===== src/rtl/kcr_pkg.sv =====
// Package for the key chord remapper: sizes, result codes and shared types.
// No dependencies.
package kcr_pkg;
    localparam int TABLE_ENTRIES = 16;
    localparam int MAX_HELD      = 8;
    localparam int TRIGGER_KEYS  = 4;
    localparam int OUTPUT_KEYS   = 4;

    localparam logic [1:0] EV_KEY    = 2'd0;
    localparam logic [1:0] EV_SYN    = 2'd1;
    localparam logic [1:0] RUN_CMD   = 2'd2;
    localparam logic [9:0] SYNC_CODE = 10'd0;

    localparam logic [1:0] EVK_RELEASE = 2'd0;
    localparam logic [1:0] EVK_PRESS   = 2'd1;
    localparam logic [1:0] EVK_REPEAT  = 2'd2;

    localparam logic [1:0] CFG_SINK  = 2'd0;
    localparam logic [1:0] CFG_SYNC  = 2'd1;
    localparam logic [1:0] CFG_REMAP = 2'd2;

    // Item handed from the front to the back through the queue.
    typedef struct packed {
        logic        operation;
        logic [1:0]  event_kind;
        logic [9:0]  key_code;
        logic [3:0]  entry_index;
        logic        entry_valid;
        logic [2:0]  trigger_length;
        logic [39:0] trigger_keys;
        logic        map_present;
        logic [2:0]  output_length;
        logic [39:0] output_keys;
        logic        exec_present;
        logic [7:0]  command_tag_in;
    } item_t;

    typedef struct packed {
        logic [1:0] result_kind;
        logic [1:0] out_event_kind;
        logic [9:0] out_key_code;
        logic [7:0] command_tag;
        logic       last_of_run;
    } result_t;
endpackage


===== src/rtl/kcr_front.sv =====
// Front of the key chord remapper: accepts input words, drops unusable ones
// and queues the rest. Depends on kcr_pkg.
module kcr_front #(
    parameter int TABLE_ENTRIES = kcr_pkg::TABLE_ENTRIES
) (
    input  logic            clk,
    input  logic            rst_n,
    input  logic            in_valid,
    output logic            in_ready,
    input  kcr_pkg::item_t  in_item,
    output logic            q_valid,
    input  logic            q_ready,
    output kcr_pkg::item_t  q_item
);
    localparam int DEPTH = 2;

    kcr_pkg::item_t mem_reg [DEPTH];
    logic       wp_reg, wp_next, rp_reg, rp_next;
    logic [1:0] cnt_reg, cnt_next;
    logic       keep, push, pop;

    // Event kind three and out-of-range loads cause nothing, so they never enter the queue.
    always_comb
    begin
        if (in_item.operation)
            keep = ({28'd0, in_item.entry_index} < 32'(TABLE_ENTRIES));
        else
            keep = (in_item.event_kind != 2'd3);
    end

    assign in_ready = (cnt_reg != 2'(DEPTH));
    assign push     = in_valid && in_ready && keep;
    assign q_valid  = (cnt_reg != 2'd0);
    assign pop      = q_valid && q_ready;
    assign q_item   = mem_reg[rp_reg];

    always_comb
    begin
        wp_next  = push ? ~wp_reg : wp_reg;
        rp_next  = pop ? ~rp_reg : rp_reg;
        cnt_next = cnt_reg + {1'b0, push} - {1'b0, pop};
    end

    always_ff @(posedge clk or negedge rst_n)
    begin
        if (!rst_n)
        begin
            wp_reg  <= 1'b0;
            rp_reg  <= 1'b0;
            cnt_reg <= 2'd0;
        end
        else
        begin
            wp_reg  <= wp_next;
            rp_reg  <= rp_next;
            cnt_reg <= cnt_next;
        end
    end

    always_ff @(posedge clk)
    begin
        if (push)
            mem_reg[wp_reg] <= in_item;
    end
endmodule


===== src/rtl/kcr_back.sv =====
// Back of the key chord remapper: table, held list, scan and emit sequencer.
// Depends on kcr_pkg.
module kcr_back #(
    parameter int TABLE_ENTRIES = kcr_pkg::TABLE_ENTRIES,
    parameter int MAX_HELD      = kcr_pkg::MAX_HELD,
    parameter int TRIGGER_KEYS  = kcr_pkg::TRIGGER_KEYS,
    parameter int OUTPUT_KEYS   = kcr_pkg::OUTPUT_KEYS
) (
    input  logic             clk,
    input  logic             rst_n,
    input  logic             q_valid,
    output logic             q_ready,
    input  kcr_pkg::item_t   q_item,
    input  logic             sink_on,
    input  logic             sync_after_each,
    input  logic             remap_enabled,
    output logic             out_valid,
    input  logic             out_ready,
    output kcr_pkg::result_t out_res
);
    localparam int EW  = (TABLE_ENTRIES > 1) ? $clog2(TABLE_ENTRIES) : 1;
    localparam int HW  = (MAX_HELD > 1) ? $clog2(MAX_HELD) : 1;
    localparam int CW  = $clog2(MAX_HELD + 1);
    localparam int ECW = $clog2(TABLE_ENTRIES + 1);
    localparam int NT  = (TRIGGER_KEYS < 4) ? TRIGGER_KEYS : 4;
    localparam int NO  = (OUTPUT_KEYS < 4) ? OUTPUT_KEYS : 4;

    localparam logic [3:0] S_IDLE  = 4'd0;
    localparam logic [3:0] S_LOAD  = 4'd1;
    localparam logic [3:0] S_SCAN  = 4'd2;
    localparam logic [3:0] S_SREAD = 4'd3;
    localparam logic [3:0] S_SCHK  = 4'd4;
    localparam logic [3:0] S_EMIT  = 4'd5;
    localparam logic [3:0] S_SYNC  = 4'd6;
    localparam logic [3:0] S_CMD   = 4'd7;
    localparam logic [3:0] S_CUT   = 4'd8;
    localparam logic [3:0] S_NEXT  = 4'd9;
    localparam logic [3:0] S_FLUSH = 4'd10;

    // Phases of one key event.
    localparam logic [2:0] P_PRE  = 3'd0; // press: release earlier multi-key output
    localparam logic [2:0] P_EXEC = 3'd1;
    localparam logic [2:0] P_MAP  = 3'd2;
    localparam logic [2:0] P_DONE = 3'd3;

    // Table entry: len, trig keys, map, olen, out keys, exec, tag; used bits live in used_reg.
    typedef struct packed {
        logic [2:0]  tlen;
        logic [39:0] tkeys;
        logic        map_present;
        logic [2:0]  olen;
        logic [39:0] okeys;
        logic        exec_present;
        logic [7:0]  tag;
    } entry_t;

    entry_t     tbl_mem [TABLE_ENTRIES];
    entry_t     rd_reg;
    logic [TABLE_ENTRIES-1:0] used_reg, used_next;
    logic [9:0] held_reg [MAX_HELD];
    logic [CW-1:0] hcnt_reg, hcnt_next;

    logic [3:0]  st_reg, st_next;
    logic [2:0]  ph_reg, ph_next;
    kcr_pkg::item_t it_reg;
    logic [ECW-1:0] sidx_reg, sidx_next;
    logic        swant_reg, swant_next; // 1 exec lookup
    logic        hit_reg, hit_next;
    entry_t      act_reg, act_next;
    // emission plan
    logic [2:0]  ecnt_reg, ecnt_next;   // keys left to emit
    logic [2:0]  epos_reg, epos_next;   // next key position
    logic        edir_reg, edir_next;   // 1 descending
    logic [1:0]  eev_reg, eev_next;
    logic        eraw_reg, eraw_next;   // emit input key itself
    logic [HW-1:0] cpos_reg, cpos_next;
    logic        held_wr;
    logic [9:0]  emit_code;

    kcr_pkg::result_t res_reg, res_next;
    logic        ov_reg, ov_next;
    // The newest word waits here until the next word or the end of the item shows
    // whether it is the last one.
    kcr_pkg::result_t hold_reg, hold_next;
    logic        hv_reg, hv_next;
    logic        slot_free;
    logic        take_ok;
    logic        trig_ok;

    assign slot_free = !ov_reg || out_ready;
    assign take_ok   = !hv_reg || slot_free;
    assign out_valid = ov_reg;
    assign out_res   = res_reg;
    assign q_ready   = (st_reg == S_IDLE);

    // Trigger compare against the held list, one key per lane.
    always_comb
    begin
        trig_ok = ({29'd0, rd_reg.tlen} != 32'd0) && ({29'd0, rd_reg.tlen} <= 32'(NT))
                  && ({28'd0, 1'b0, rd_reg.tlen} == 32'(hcnt_reg));
        for (int i = 0; i < NT; i++)
        begin
            if (i < MAX_HELD && 3'(i) < rd_reg.tlen
                && rd_reg.tkeys[i*10 +: 10] != held_reg[i])
                trig_ok = 1'b0;
        end
        if (!used_reg[sidx_reg[EW-1:0]])
            trig_ok = 1'b0;
        if (swant_reg ? !rd_reg.exec_present : !rd_reg.map_present)
            trig_ok = 1'b0;
    end

    always_comb
    begin
        emit_code = eraw_reg ? it_reg.key_code : act_reg.okeys[epos_reg[1:0]*10 +: 10];
    end

    always_comb
    begin
        st_next    = st_reg;
        ph_next    = ph_reg;
        sidx_next  = sidx_reg;
        swant_next = swant_reg;
        hit_next   = hit_reg;
        act_next   = act_reg;
        ecnt_next  = ecnt_reg;
        epos_next  = epos_reg;
        edir_next  = edir_reg;
        eev_next   = eev_reg;
        eraw_next  = eraw_reg;
        cpos_next  = cpos_reg;
        hcnt_next  = hcnt_reg;
        used_next  = used_reg;
        res_next   = res_reg;
        ov_next    = ov_reg && !out_ready;
        hold_next  = hold_reg;
        hv_next    = hv_reg;
        held_wr    = 1'b0;
        case (st_reg)
            S_IDLE:
            begin
                if (q_valid)
                begin
                    if (q_item.operation)
                        st_next = S_LOAD;
                    else
                    begin
                        ph_next    = (q_item.event_kind == kcr_pkg::EVK_PRESS) ? P_PRE
                                   : (q_item.event_kind == kcr_pkg::EVK_REPEAT) ? P_EXEC
                                   : P_MAP;
                        swant_next = (q_item.event_kind == kcr_pkg::EVK_REPEAT);
                        sidx_next  = '0;
                        hit_next   = 1'b0;
                        st_next    = S_SCAN;
                    end
                end
            end
            S_LOAD:
            begin
                used_next[it_reg.entry_index[EW-1:0]] = it_reg.entry_valid;
                st_next = S_IDLE;
            end
            S_SCAN:
            begin
                if (sidx_reg == ECW'(TABLE_ENTRIES))
                    st_next = S_SCHK;
                else
                    st_next = S_SREAD;
            end
            S_SREAD:
            begin
                // rd_reg holds entry sidx; check it.
                if (trig_ok)
                begin
                    hit_next = 1'b1;
                    act_next = rd_reg;
                    st_next  = S_SCHK;
                end
                else
                begin
                    sidx_next = sidx_reg + 1'b1;
                    st_next   = S_SCAN;
                end
            end
            S_SCHK:
            begin
                ecnt_next = 3'd0;
                eraw_next = 1'b0;
                case (ph_reg)
                    P_PRE:
                    begin
                        if (hit_reg && act_reg.olen > 3'd1)
                        begin
                            ecnt_next = act_reg.olen;
                            epos_next = act_reg.olen - 3'd1;
                            edir_next = 1'b1;
                            eev_next  = kcr_pkg::EVK_RELEASE;
                        end
                        st_next = S_NEXT;
                    end
                    P_EXEC:
                        st_next = hit_reg ? S_CMD : S_NEXT;
                    default:
                    begin
                        if (hit_reg)
                        begin
                            if (act_reg.olen == 3'd1)
                            begin
                                ecnt_next = 3'd1;
                                epos_next = 3'd0;
                                eev_next  = it_reg.event_kind;
                            end
                            else if (act_reg.olen > 3'd1)
                            begin
                                eev_next = it_reg.event_kind;
                                if (it_reg.event_kind == kcr_pkg::EVK_RELEASE)
                                begin
                                    ecnt_next = act_reg.olen;
                                    epos_next = act_reg.olen - 3'd1;
                                    edir_next = 1'b1;
                                end
                                else if (it_reg.event_kind == kcr_pkg::EVK_PRESS)
                                begin
                                    ecnt_next = act_reg.olen;
                                    epos_next = 3'd0;
                                    edir_next = 1'b0;
                                end
                                else
                                begin
                                    ecnt_next = 3'd1;
                                    epos_next = act_reg.olen - 3'd1;
                                end
                            end
                        end
                        else if (remap_enabled && !sink_on)
                        begin
                            ecnt_next = 3'd1;
                            eraw_next = 1'b1;
                            eev_next  = it_reg.event_kind;
                        end
                        st_next = S_NEXT;
                    end
                endcase
                if (st_next == S_NEXT && ecnt_next != 3'd0)
                    st_next = S_EMIT;
            end
            S_EMIT:
            begin
                if (take_ok)
                begin
                    if (hv_reg)
                    begin
                        ov_next  = 1'b1;
                        res_next = hold_reg;
                    end
                    hv_next   = 1'b1;
                    hold_next = '{kcr_pkg::EV_KEY, eev_reg, emit_code, 8'd0, 1'b0};
                    ecnt_next = ecnt_reg - 3'd1;
                    epos_next = edir_reg ? epos_reg - 3'd1 : epos_reg + 3'd1;
                    if (sync_after_each)
                        st_next = S_SYNC;
                    else if (ecnt_reg == 3'd1)
                        st_next = S_NEXT;
                end
            end
            S_SYNC:
            begin
                if (take_ok)
                begin
                    if (hv_reg)
                    begin
                        ov_next  = 1'b1;
                        res_next = hold_reg;
                    end
                    hv_next   = 1'b1;
                    hold_next = '{kcr_pkg::EV_SYN, 2'd0, kcr_pkg::SYNC_CODE, 8'd0, 1'b0};
                    st_next   = (ecnt_reg == 3'd0) ? S_NEXT : S_EMIT;
                end
            end
            S_CMD:
            begin
                if (take_ok)
                begin
                    if (hv_reg)
                    begin
                        ov_next  = 1'b1;
                        res_next = hold_reg;
                    end
                    hv_next   = 1'b1;
                    hold_next = '{kcr_pkg::RUN_CMD, 2'd0, 10'd0, act_reg.tag, 1'b0};
                    st_next   = S_NEXT;
                end
            end
            S_NEXT:
            begin
                sidx_next = '0;
                hit_next  = 1'b0;
                case (ph_reg)
                    P_PRE:
                    begin
                        if (hcnt_reg < CW'(MAX_HELD))
                        begin
                            held_wr   = 1'b1;
                            hcnt_next = hcnt_reg + 1'b1;
                        end
                        ph_next    = P_EXEC;
                        swant_next = 1'b1;
                        st_next    = S_SCAN;
                    end
                    P_EXEC:
                    begin
                        ph_next    = P_MAP;
                        swant_next = 1'b0;
                        st_next    = S_SCAN;
                    end
                    P_MAP:
                    begin
                        cpos_next = '0;
                        ph_next   = P_DONE;
                        st_next   = (it_reg.event_kind == kcr_pkg::EVK_RELEASE) ? S_CUT
                                                                                : S_FLUSH;
                    end
                    default:
                        st_next = S_IDLE;
                endcase
            end
            S_CUT:
            begin
                // Walk the held list one key a cycle, cut at the first match.
                if ({1'b0, cpos_reg} >= (HW+1)'(hcnt_reg))
                    st_next = S_FLUSH;
                else if (held_reg[cpos_reg] == it_reg.key_code)
                begin
                    hcnt_next = CW'(cpos_reg);
                    st_next   = S_FLUSH;
                end
                else if (32'(cpos_reg) == MAX_HELD - 1)
                    st_next = S_FLUSH;
                else
                    cpos_next = cpos_reg + 1'b1;
            end
            S_FLUSH:
            begin
                // The word still held is the last one of this item.
                if (!hv_reg)
                    st_next = S_IDLE;
                else if (slot_free)
                begin
                    ov_next              = 1'b1;
                    res_next             = hold_reg;
                    res_next.last_of_run = 1'b1;
                    hv_next              = 1'b0;
                    st_next              = S_IDLE;
                end
            end
            default:
                st_next = S_IDLE;
        endcase
    end

    always_ff @(posedge clk or negedge rst_n)
    begin
        if (!rst_n)
        begin
            st_reg    <= S_IDLE;
            ph_reg    <= P_DONE;
            used_reg  <= '0;
            hcnt_reg  <= '0;
            ov_reg    <= 1'b0;
            hv_reg    <= 1'b0;
            sidx_reg  <= '0;
            swant_reg <= 1'b0;
            hit_reg   <= 1'b0;
            ecnt_reg  <= 3'd0;
        end
        else
        begin
            st_reg    <= st_next;
            ph_reg    <= ph_next;
            used_reg  <= used_next;
            hcnt_reg  <= hcnt_next;
            ov_reg    <= ov_next;
            hv_reg    <= hv_next;
            sidx_reg  <= sidx_next;
            swant_reg <= swant_next;
            hit_reg   <= hit_next;
            ecnt_reg  <= ecnt_next;
        end
    end

    always_ff @(posedge clk)
    begin
        act_reg  <= act_next;
        epos_reg <= epos_next;
        edir_reg <= edir_next;
        eev_reg  <= eev_next;
        eraw_reg <= eraw_next;
        cpos_reg <= cpos_next;
        res_reg  <= res_next;
        hold_reg <= hold_next;
        if (st_reg == S_IDLE && q_valid)
            it_reg <= q_item;
        if (held_wr)
            held_reg[hcnt_reg[HW-1:0]] <= it_reg.key_code;
        if (st_reg == S_LOAD)
            tbl_mem[it_reg.entry_index[EW-1:0]] <= '{
                it_reg.trigger_length, it_reg.trigger_keys, it_reg.map_present,
                (it_reg.output_length > 3'(NO)) ? 3'(NO) : it_reg.output_length,
                it_reg.output_keys, it_reg.exec_present, it_reg.command_tag_in};
        if (st_reg == S_SCAN && sidx_reg != ECW'(TABLE_ENTRIES))
            rd_reg <= tbl_mem[sidx_reg[EW-1:0]];
    end
endmodule


===== src/rtl/key_chord_remapper_core.sv =====
// Top level of the key chord remapper: config registers, front and back.
// Depends on kcr_pkg, kcr_front and kcr_back.
//
//  channel  | handshake              | payload
//  in       | in_valid / in_ready    | operation .. command_tag_in
//  out      | out_valid / out_ready  | result_kind .. last_of_run
//  cfg      | cfg_we                 | cfg_index, cfg_data
//
// A key event leaves the queue when the back is idle; each lookup reads the table
// one entry at a time through its scan and read states. A press runs three lookups,
// a repeat two, a release one, and a press gives up to 17 words. Words pass a
// one-word hold stage, one a cycle while the output takes them; a release then
// walks the held list. A load holds the back in its load state. The two-word queue
// lets the front take words while the back works. Output stalls hold the sequencer
// in place. Reset empties the held list, clears the valid bits and sets sync on.
module key_chord_remapper_core #(
    parameter int TABLE_ENTRIES = kcr_pkg::TABLE_ENTRIES,
    parameter int MAX_HELD      = kcr_pkg::MAX_HELD,
    parameter int TRIGGER_KEYS  = kcr_pkg::TRIGGER_KEYS,
    parameter int OUTPUT_KEYS   = kcr_pkg::OUTPUT_KEYS
) (
    input  logic        clk,
    input  logic        rst_n,
    input  logic        in_valid,
    output logic        in_ready,
    input  logic        operation,
    input  logic [1:0]  event_kind,
    input  logic [9:0]  key_code,
    input  logic [3:0]  entry_index,
    input  logic        entry_valid,
    input  logic [2:0]  trigger_length,
    input  logic [39:0] trigger_keys,
    input  logic        map_present,
    input  logic [2:0]  output_length,
    input  logic [39:0] output_keys,
    input  logic        exec_present,
    input  logic [7:0]  command_tag_in,
    output logic        out_valid,
    input  logic        out_ready,
    output logic [1:0]  result_kind,
    output logic [1:0]  out_event_kind,
    output logic [9:0]  out_key_code,
    output logic [7:0]  command_tag,
    output logic        last_of_run,
    input  logic        cfg_we,
    input  logic [1:0]  cfg_index,
    input  logic        cfg_data
);
    kcr_pkg::item_t   in_item, q_item;
    kcr_pkg::result_t res;
    logic q_valid, q_ready;
    logic sink_reg, sync_reg, remap_reg;

    assign in_item = '{operation, event_kind, key_code, entry_index, entry_valid,
                       trigger_length, trigger_keys, map_present, output_length,
                       output_keys, exec_present, command_tag_in};

    always_ff @(posedge clk or negedge rst_n)
    begin
        if (!rst_n)
        begin
            sink_reg  <= 1'b0;
            sync_reg  <= 1'b1;
            remap_reg <= 1'b0;
        end
        else if (cfg_we)
        begin
            case (cfg_index)
                kcr_pkg::CFG_SINK:  sink_reg  <= cfg_data;
                kcr_pkg::CFG_SYNC:  sync_reg  <= cfg_data;
                kcr_pkg::CFG_REMAP: remap_reg <= cfg_data;
                default: ;
            endcase
        end
    end

    kcr_front #(.TABLE_ENTRIES(TABLE_ENTRIES)) u_front (
        .clk(clk), .rst_n(rst_n), .in_valid(in_valid), .in_ready(in_ready),
        .in_item(in_item), .q_valid(q_valid), .q_ready(q_ready), .q_item(q_item)
    );

    kcr_back #(
        .TABLE_ENTRIES(TABLE_ENTRIES), .MAX_HELD(MAX_HELD),
        .TRIGGER_KEYS(TRIGGER_KEYS), .OUTPUT_KEYS(OUTPUT_KEYS)
    ) u_back (
        .clk(clk), .rst_n(rst_n), .q_valid(q_valid), .q_ready(q_ready), .q_item(q_item),
        .sink_on(sink_reg), .sync_after_each(sync_reg), .remap_enabled(remap_reg),
        .out_valid(out_valid), .out_ready(out_ready), .out_res(res)
    );

    assign result_kind    = res.result_kind;
    assign out_event_kind = res.out_event_kind;
    assign out_key_code   = res.out_key_code;
    assign command_tag    = res.command_tag;
    assign last_of_run    = res.last_of_run;
endmodule


===== config.mk =====
export PLATFORM = sky130hd
export DESIGN_NAME = key_chord_remapper_core
export DESIGN_NICKNAME = d
export VERILOG_FILES = /design/src/rtl/kcr_pkg.sv /design/src/rtl/kcr_front.sv /design/src/rtl/kcr_back.sv /design/src/rtl/key_chord_remapper_core.sv
export SDC_FILE = /design/constraint.sdc
export NUM_CORES = 2
export LEC_CHECK = 0
export BUFFER_PORTS_ARGS = -buffer_cell sky130_fd_sc_hd__buf_4
export CORE_MARGIN = 5
export CORE_UTILIZATION = 55
export DETAILED_ROUTE_END_ITERATION = 10
export GPL_TIMING_DRIVEN = 0
export HOLD_SLACK_MARGIN = 0.06
export PLACE_DENSITY = 0.72
export SLEW_MARGIN = 0
export SYNTH_ARGS = -nofsm -noshare
export SYNTH_HDL_FRONTEND = slang
export SYNTH_HIERARCHICAL = 1
export SYNTH_SLANG_ARGS = --single-unit

===== constraint.sdc =====
create_clock -name clk -period 24.8 [get_ports clk]
set_clock_uncertainty 0.15 [all_clocks]
set_input_delay 4.96 -clock clk [delete_from_list [all_inputs] [get_ports clk]]
set_output_delay 4.96 -clock clk [all_outputs]
set_load 0.05 [all_outputs]

* After elaboration in Yosys (flattened, before gate mapping) *
Memories as Yosys holds them, arrays and structs flattened. A register that Yosys moved wholly into a read port is not among the register bits.
Cells that the tools add are included.

operators by class
  add/subtract/negate cells = 9
  multiply operators = 1
  magnitude comparators = 12
  equality and inequality tests = 61
  shift-type cells = 1
  muxes and demuxes = 128
  bitwise operators = 3
  reductions and logical operators = 62

operators with widths
  kind                                                   number
  two-way mux 23 bit                                     7
  two-way mux 3 bit                                      27
  two-way mux 4 bit                                      20
  one-hot mux 23 bit (3 select lines)                    1
  one-hot mux 23 bit (2 select lines)                    1
  inequality test 10 bit                                 4
  one-hot mux 4 bit (10 select lines)                    1
  variable part select 40 x 7 -> 10 bit                  1
  two-way mux 1 bit                                      39
  one-hot mux 3 bit (2 select lines)                     6
  inequality test 2 x 1 -> 1 bit, second input constant  14
  AND reduction 4 bit                                    5
  AND reduction 5 bit                                    4
  inequality test 2 bit, second input constant           9
  nonzero test 3 bit                                     6
  bitwise mux 16 bit                                     1
  == test 4 x 3 -> 1 bit, second input constant          4
  == test 4 bit, second input constant                   4
  two-way mux 2 bit                                      8
  one-hot mux 4 bit (2 select lines)                     2
  logical AND 1 bit                                      15
  two-way mux 5 bit                                      3
  one-hot mux 5 bit (3 select lines)                     1
  AND reduction 7 bit                                    2
  other kinds (50)                                       92

word-level totals
  bits in registers = 266
  bits in writable memories = 1,844
  output and inout port bits = 25
  memories = 3

memory list
  name             depth  width  read ports  clocked after memory_dff  write ports  RTL line         text
  u_back.tbl_mem   16     96     1           1                         1            kcr_back.sv:57   entry_t tbl_mem [TABLE_ENTRIES];
  u_front.mem_reg  2      114    1           0                         1            kcr_front.sv:17  kcr_pkg::item_t mem_reg [DEPTH];
  u_back.held_reg  8      10     5           1                         1            kcr_back.sv:60   logic [9:0] held_reg [MAX_HELD];

* Longest topological paths before layout *
  word-level depth = 12
  gate-level depth with buffers = 12
  mapped depth without buffers = 9

* By module *
The synthesis kept the hierarchy.

by module, submodules not included
  module                   instances  cells each  area each (um^2)
  kcr_back                 1          3,041       73,988.5
  kcr_front                1          374         8,632.0
  key_chord_remapper_core  1          9           137.6

* Worst setup path before layout *
OpenSTA, ideal clock, no wires.

  kind = input port to flip-flop
  from = input port event_kind[0]
  to = memory u_front/mem_reg[0][0] in the netlist's numbering, enable pin
  arrival time = 9.961 ns
  slack = 14.100 ns
  stages on the path = 3
  buffers on the path = 0
  cells stage by stage = nand2_1 > o211ai_1 > nor2_1

between the ends
  longest elaborated chain between the ends = 5

RTL lines
  item                                     RTL line                       text
  from (decl)                              key_chord_remapper_core.sv:27  input logic [1:0] event_kind,
  inequality test 2 bit                    kcr_front.sv:28                keep = (in_item.event_kind != 2'd3);
  two-way mux 1 bit                        kcr_front.sv:25                if (in_item.operation)
  logical AND 1 bit                        kcr_front.sv:32                assign push = in_valid && in_ready && keep;
  two-way mux 1 bit                        kcr_front.sv:62                if (push)
  two-way mux 1 bit (not written as such)  kcr_front.sv:63                mem_reg[wp_reg] <= in_item;
  to (decl)                                kcr_front.sv:17

No other way between the ends.

* Worst setup path in the final report *
  from = register u_front.cnt_reg[0]
  to = output port in_ready

between the ends
  longest elaborated chain between the ends = 1

RTL lines
  item                    RTL line                       text
  from (decl)             kcr_front.sv:19                logic [1:0] cnt_reg, cnt_next;
  from (signal assigned)  kcr_front.sv:56                cnt_reg <= cnt_next;
  inequality test 2 bit   kcr_front.sv:31                assign in_ready = (cnt_reg != 2'(DEPTH));
  to (decl)               key_chord_remapper_core.sv:25  output logic in_ready,

No other way between the ends.

==> PnR_summary.wiki <==
{| class="wikitable"
! Metric !! Value
|-
| Share of Yosys cell area claimed by the top area cell type || 0.7830
|-
| Number of flops mapped to enable cells by yosys || 2158
|-
| Share of the clock period used by the worst path after layout || 0.2700
|-
| DRT Wirelength || 196.0 mm
|-
| Hpwl dp || 124.4 mm
|-
| Row count || 142
|-
| Total Negative Setup Slacks || 0 ns
|-
| Cell depth of the worst flop-to-flop path || 9
|-
| Post-route DRC || 0
|-
| Standby leakage power || 30.66 nW
|-
| Outcome || finished clean
|-
| Core Box Area || 0.1498 mm^2
|-
| Number of different library cells in the post-synthesis netlist || 64
|-
| Top cell type by total area after synthesis || edfxtp_1
|-
| Final net count || 4058
|-
| Count of buffers inserted at the top-level ports || 146
|-
| Crit-path max cell delay || 0.39 ns
|-
| Synthesized area || 0.08276 mm^2
|-
| Total iterations of the first detailed-routing run || 5
|-
| Routed vias || 38680
|-
| Unrepaired setup endpoints after global routing || no
|-
| Crit path time final || 6.697 ns
|-
| Global-route wire length before repair || 283.0 mm
|-
| Most frequent cells in the layout || 2158 x edfxtp_1, 510 x mux4_2, 213 x clkbuf_16, 151 x buf_4, 126 x clkbuf_1
|-
| H-tree depth reported by CTS || 4
|-
| CTS clock-pin slew for the worst setup and hold paths || 0.06 ns
|-
| Worst-path cell with the longest stage delay || dfrtp_1
|-
| Largest cells by area after synthesis || edfxtp_1 78%, mux4_2 14%, dfrtp_1 1.3%
|-
| Average vias per placed instance || 6.332
|-
| Crit path arrival time || 1.59 ns
|-
| Die outline area || 0.1583 mm^2
|-
| Achievable Freq || 149.3 MHz
|-
| Kind of start point of the critical path || flip-flop
|-
| Register-to-Register Setup Slack || 19.29 ns
|-
| Max IR drop VDD || 69.39 uV
|-
| Worst hold-check path type || reg -> reg
|-
| Number of flip-flops under the largest register name || 1536
|-
| Number of nets in the synthesized netlist || 3566
|-
| YS warnings || 6
|-
| CTS tree || built
|-
| Worst Setup End Kind || output pin
|-
| Worst-path maximum fanout || 3
|-
| Average size of a mapped cell || 24.17 um^2
|-
| Layout Area Growth over Synthesis || 15.52%
|-
| Async set or reset register ratio after synthesis || 0.02040
|-
| Combined buffer and inverter count along the critical path || 1
|-
| Remaining antenna violation count || 0
|-
| Most frequent standard cell in the layout excluding fill and tap cells || edfxtp_1
|-
| Source-to-sink clock delay at the later pin of the worst-skew pair || 0.85 ns
|-
| Sequential cell area fraction in the yosys report || 0.7974
|-
| Vertical extent of the die || 397.9 um
|-
| Number of clock sinks || 2206
|-
| Total power divided by cell area || 110.6 mW/mm^2
|-
| Final setup vio count || 0
|-
| Final hold vios || 0
|-
| Ys flop type || edfxtp_1
|-
| Initial cell density of the core || 0.5525
|-
| Count of hold buffers inserted by post-cts repair || 0
|-
| DR iter-0 viols || 5062
|-
| Pins over their slew limit || 0
|-
| Pin count of the biggest net entering global routing || 65
|-
| Req. time, crit path || 19.69 ns
|-
| Slew @ Worst Pin || 1.364 ns
|-
| Overflow left after global routing || 0
|-
| Number of buffers added for setup after CTS || 0
|-
| Worst slew margin relative to its limit || 0.09092
|-
| Worst Hold Path Cells || 0
|-
| Number of instances in the synthesized netlist || 3424
|-
| Share of cells above drive strength 1 || 0.3173
|-
| Critical Path Stages || 2
|-
| Register bit total from synthesis || 2206
|-
| Antenna violations before repair || 6
|-
| Critical path's top delay family || flip-flops
|-
| Ordered list of cells on the worst path || nand2b_1 -> buf_4
|-
| WL/cell || 32.09 um
|-
| Crit path kind || reg -> out
|-
| Total track usage || 0.2519
|-
| Die W || 397.9 um
|-
| Cell chosen for the clock root || clkbuf_16
|-
| I/O pin count || 147
|-
| Post-cts sizing count || 0
|-
| Vias in the first global route || 39510
|-
| WHS || 0.2618 ns
|-
| Total of max-cap violations || 0
|-
| CTS buffer count || 211
|-
| Final weighted congestion of routability-driven global placement || 0.8578
|-
| Worst-case clock buffer depth || 3
|}
[power by group]
part	internal, mW	switching (mW)
clock network	1.79	1.36
registers	4.71	0.291
logic	1.09	1.33
total	7.59	2.98
[through the flow]
stage	cells	utilization	setup slack [ns]	cell area (um^2)	total power, mW
6_report	6109	0.6383	18.10	95600	10.57
5_1_grt	6109	0.6383	18.02	95600	10.95
4_1_cts	6107	0.6383	18.03	95600	10.64
3_5_place_dp	5719	0.5929	17.58	88800	7.472
3_3_place_gp	5586	0.5767	6.018	86380	7.429
2_1_floorplan	3424	-	14.10	82760	6.535
[layout make-up]
| type | count | area (um^2) |
|---|---|---|
| tap | 2016 | 2522 |
| inverter | 24 | 95.09 |
| sequential | 2206 | 65990 |
| multi-input combinational | 1048 | 16190 |
| antenna | 2 | 5.005 |
| clock buffer | 255 | 5488 |
| clock inverter | 133 | 1310 |
| fill | 9557 | 54170 |
| buffer | 146 | 658.1 |
| timing repair buffer | 279 | 3342 |
[logic make-up after synthesis]
group | after synthesis | share of synthesized area
xor gates and xnor gates | 57 | 0.006032
DFF | 2206 | 0.7974
adders and majority gates | 20 | 0.003024
and+or+nand+nor | 204 | 0.01276
muxes | 693 | 0.1653
buffers and inverters | 170 | 0.009041
AOI/OAI and AO/OA | 74 | 0.006411
[cells in the mapped netlist (16+ instances only)]
cell type / count
mux2_4: 50
mux2_2: 87
clkbuf_1: 84
edfxtp_1: 2158
xnor2_1: 24
dfrtp_1: 42
inv_1: 24
mux4_2: 510
buf_1: 21
buf_2: 31
a21oi_1: 16
nand2b_1: 19
ha_1: 20
nand2_1: 30
nor2_1: 64
xor2_1: 33
mux2i_1: 42
[final timing paths]
kind | start | endpoint
worst min-delay path | u_back/hold_reg[7]$_SDFFCE_PP0P_ | u_back/out_res[7]$_DFFE_PP_
max in group asynchronous | rst_n | sink_reg$_DFFE_PN0P_
worst max register to register | u_back/sidx_reg[1]$_DFFE_PN0P_ | u_back/rd_reg[56]$_DFFE_PP_
worst min register to register | u_back/hold_reg[7]$_SDFFCE_PP0P_ | u_back/out_res[7]$_DFFE_PP_
worst max-delay path | u_front/cnt_reg[0]$_DFF_PN0_ | in_ready
min in group asynchronous | rst_n | u_back/used_reg[0]$_DFFE_PN0P_
[layer usage]
layer,share of wire,GRT usage,up-vias,wire length [um]
met2,0.48,0.3938,2389,94270
met3,0.10,0.05393,321,20510
met5,0,0,-,0
met1,0.38,0.3626,20470,74910
li1,-,-,15500,-
met4,0.032,0.08213,0,6347
No activity file was read; power rests on OpenSTA's default activity.
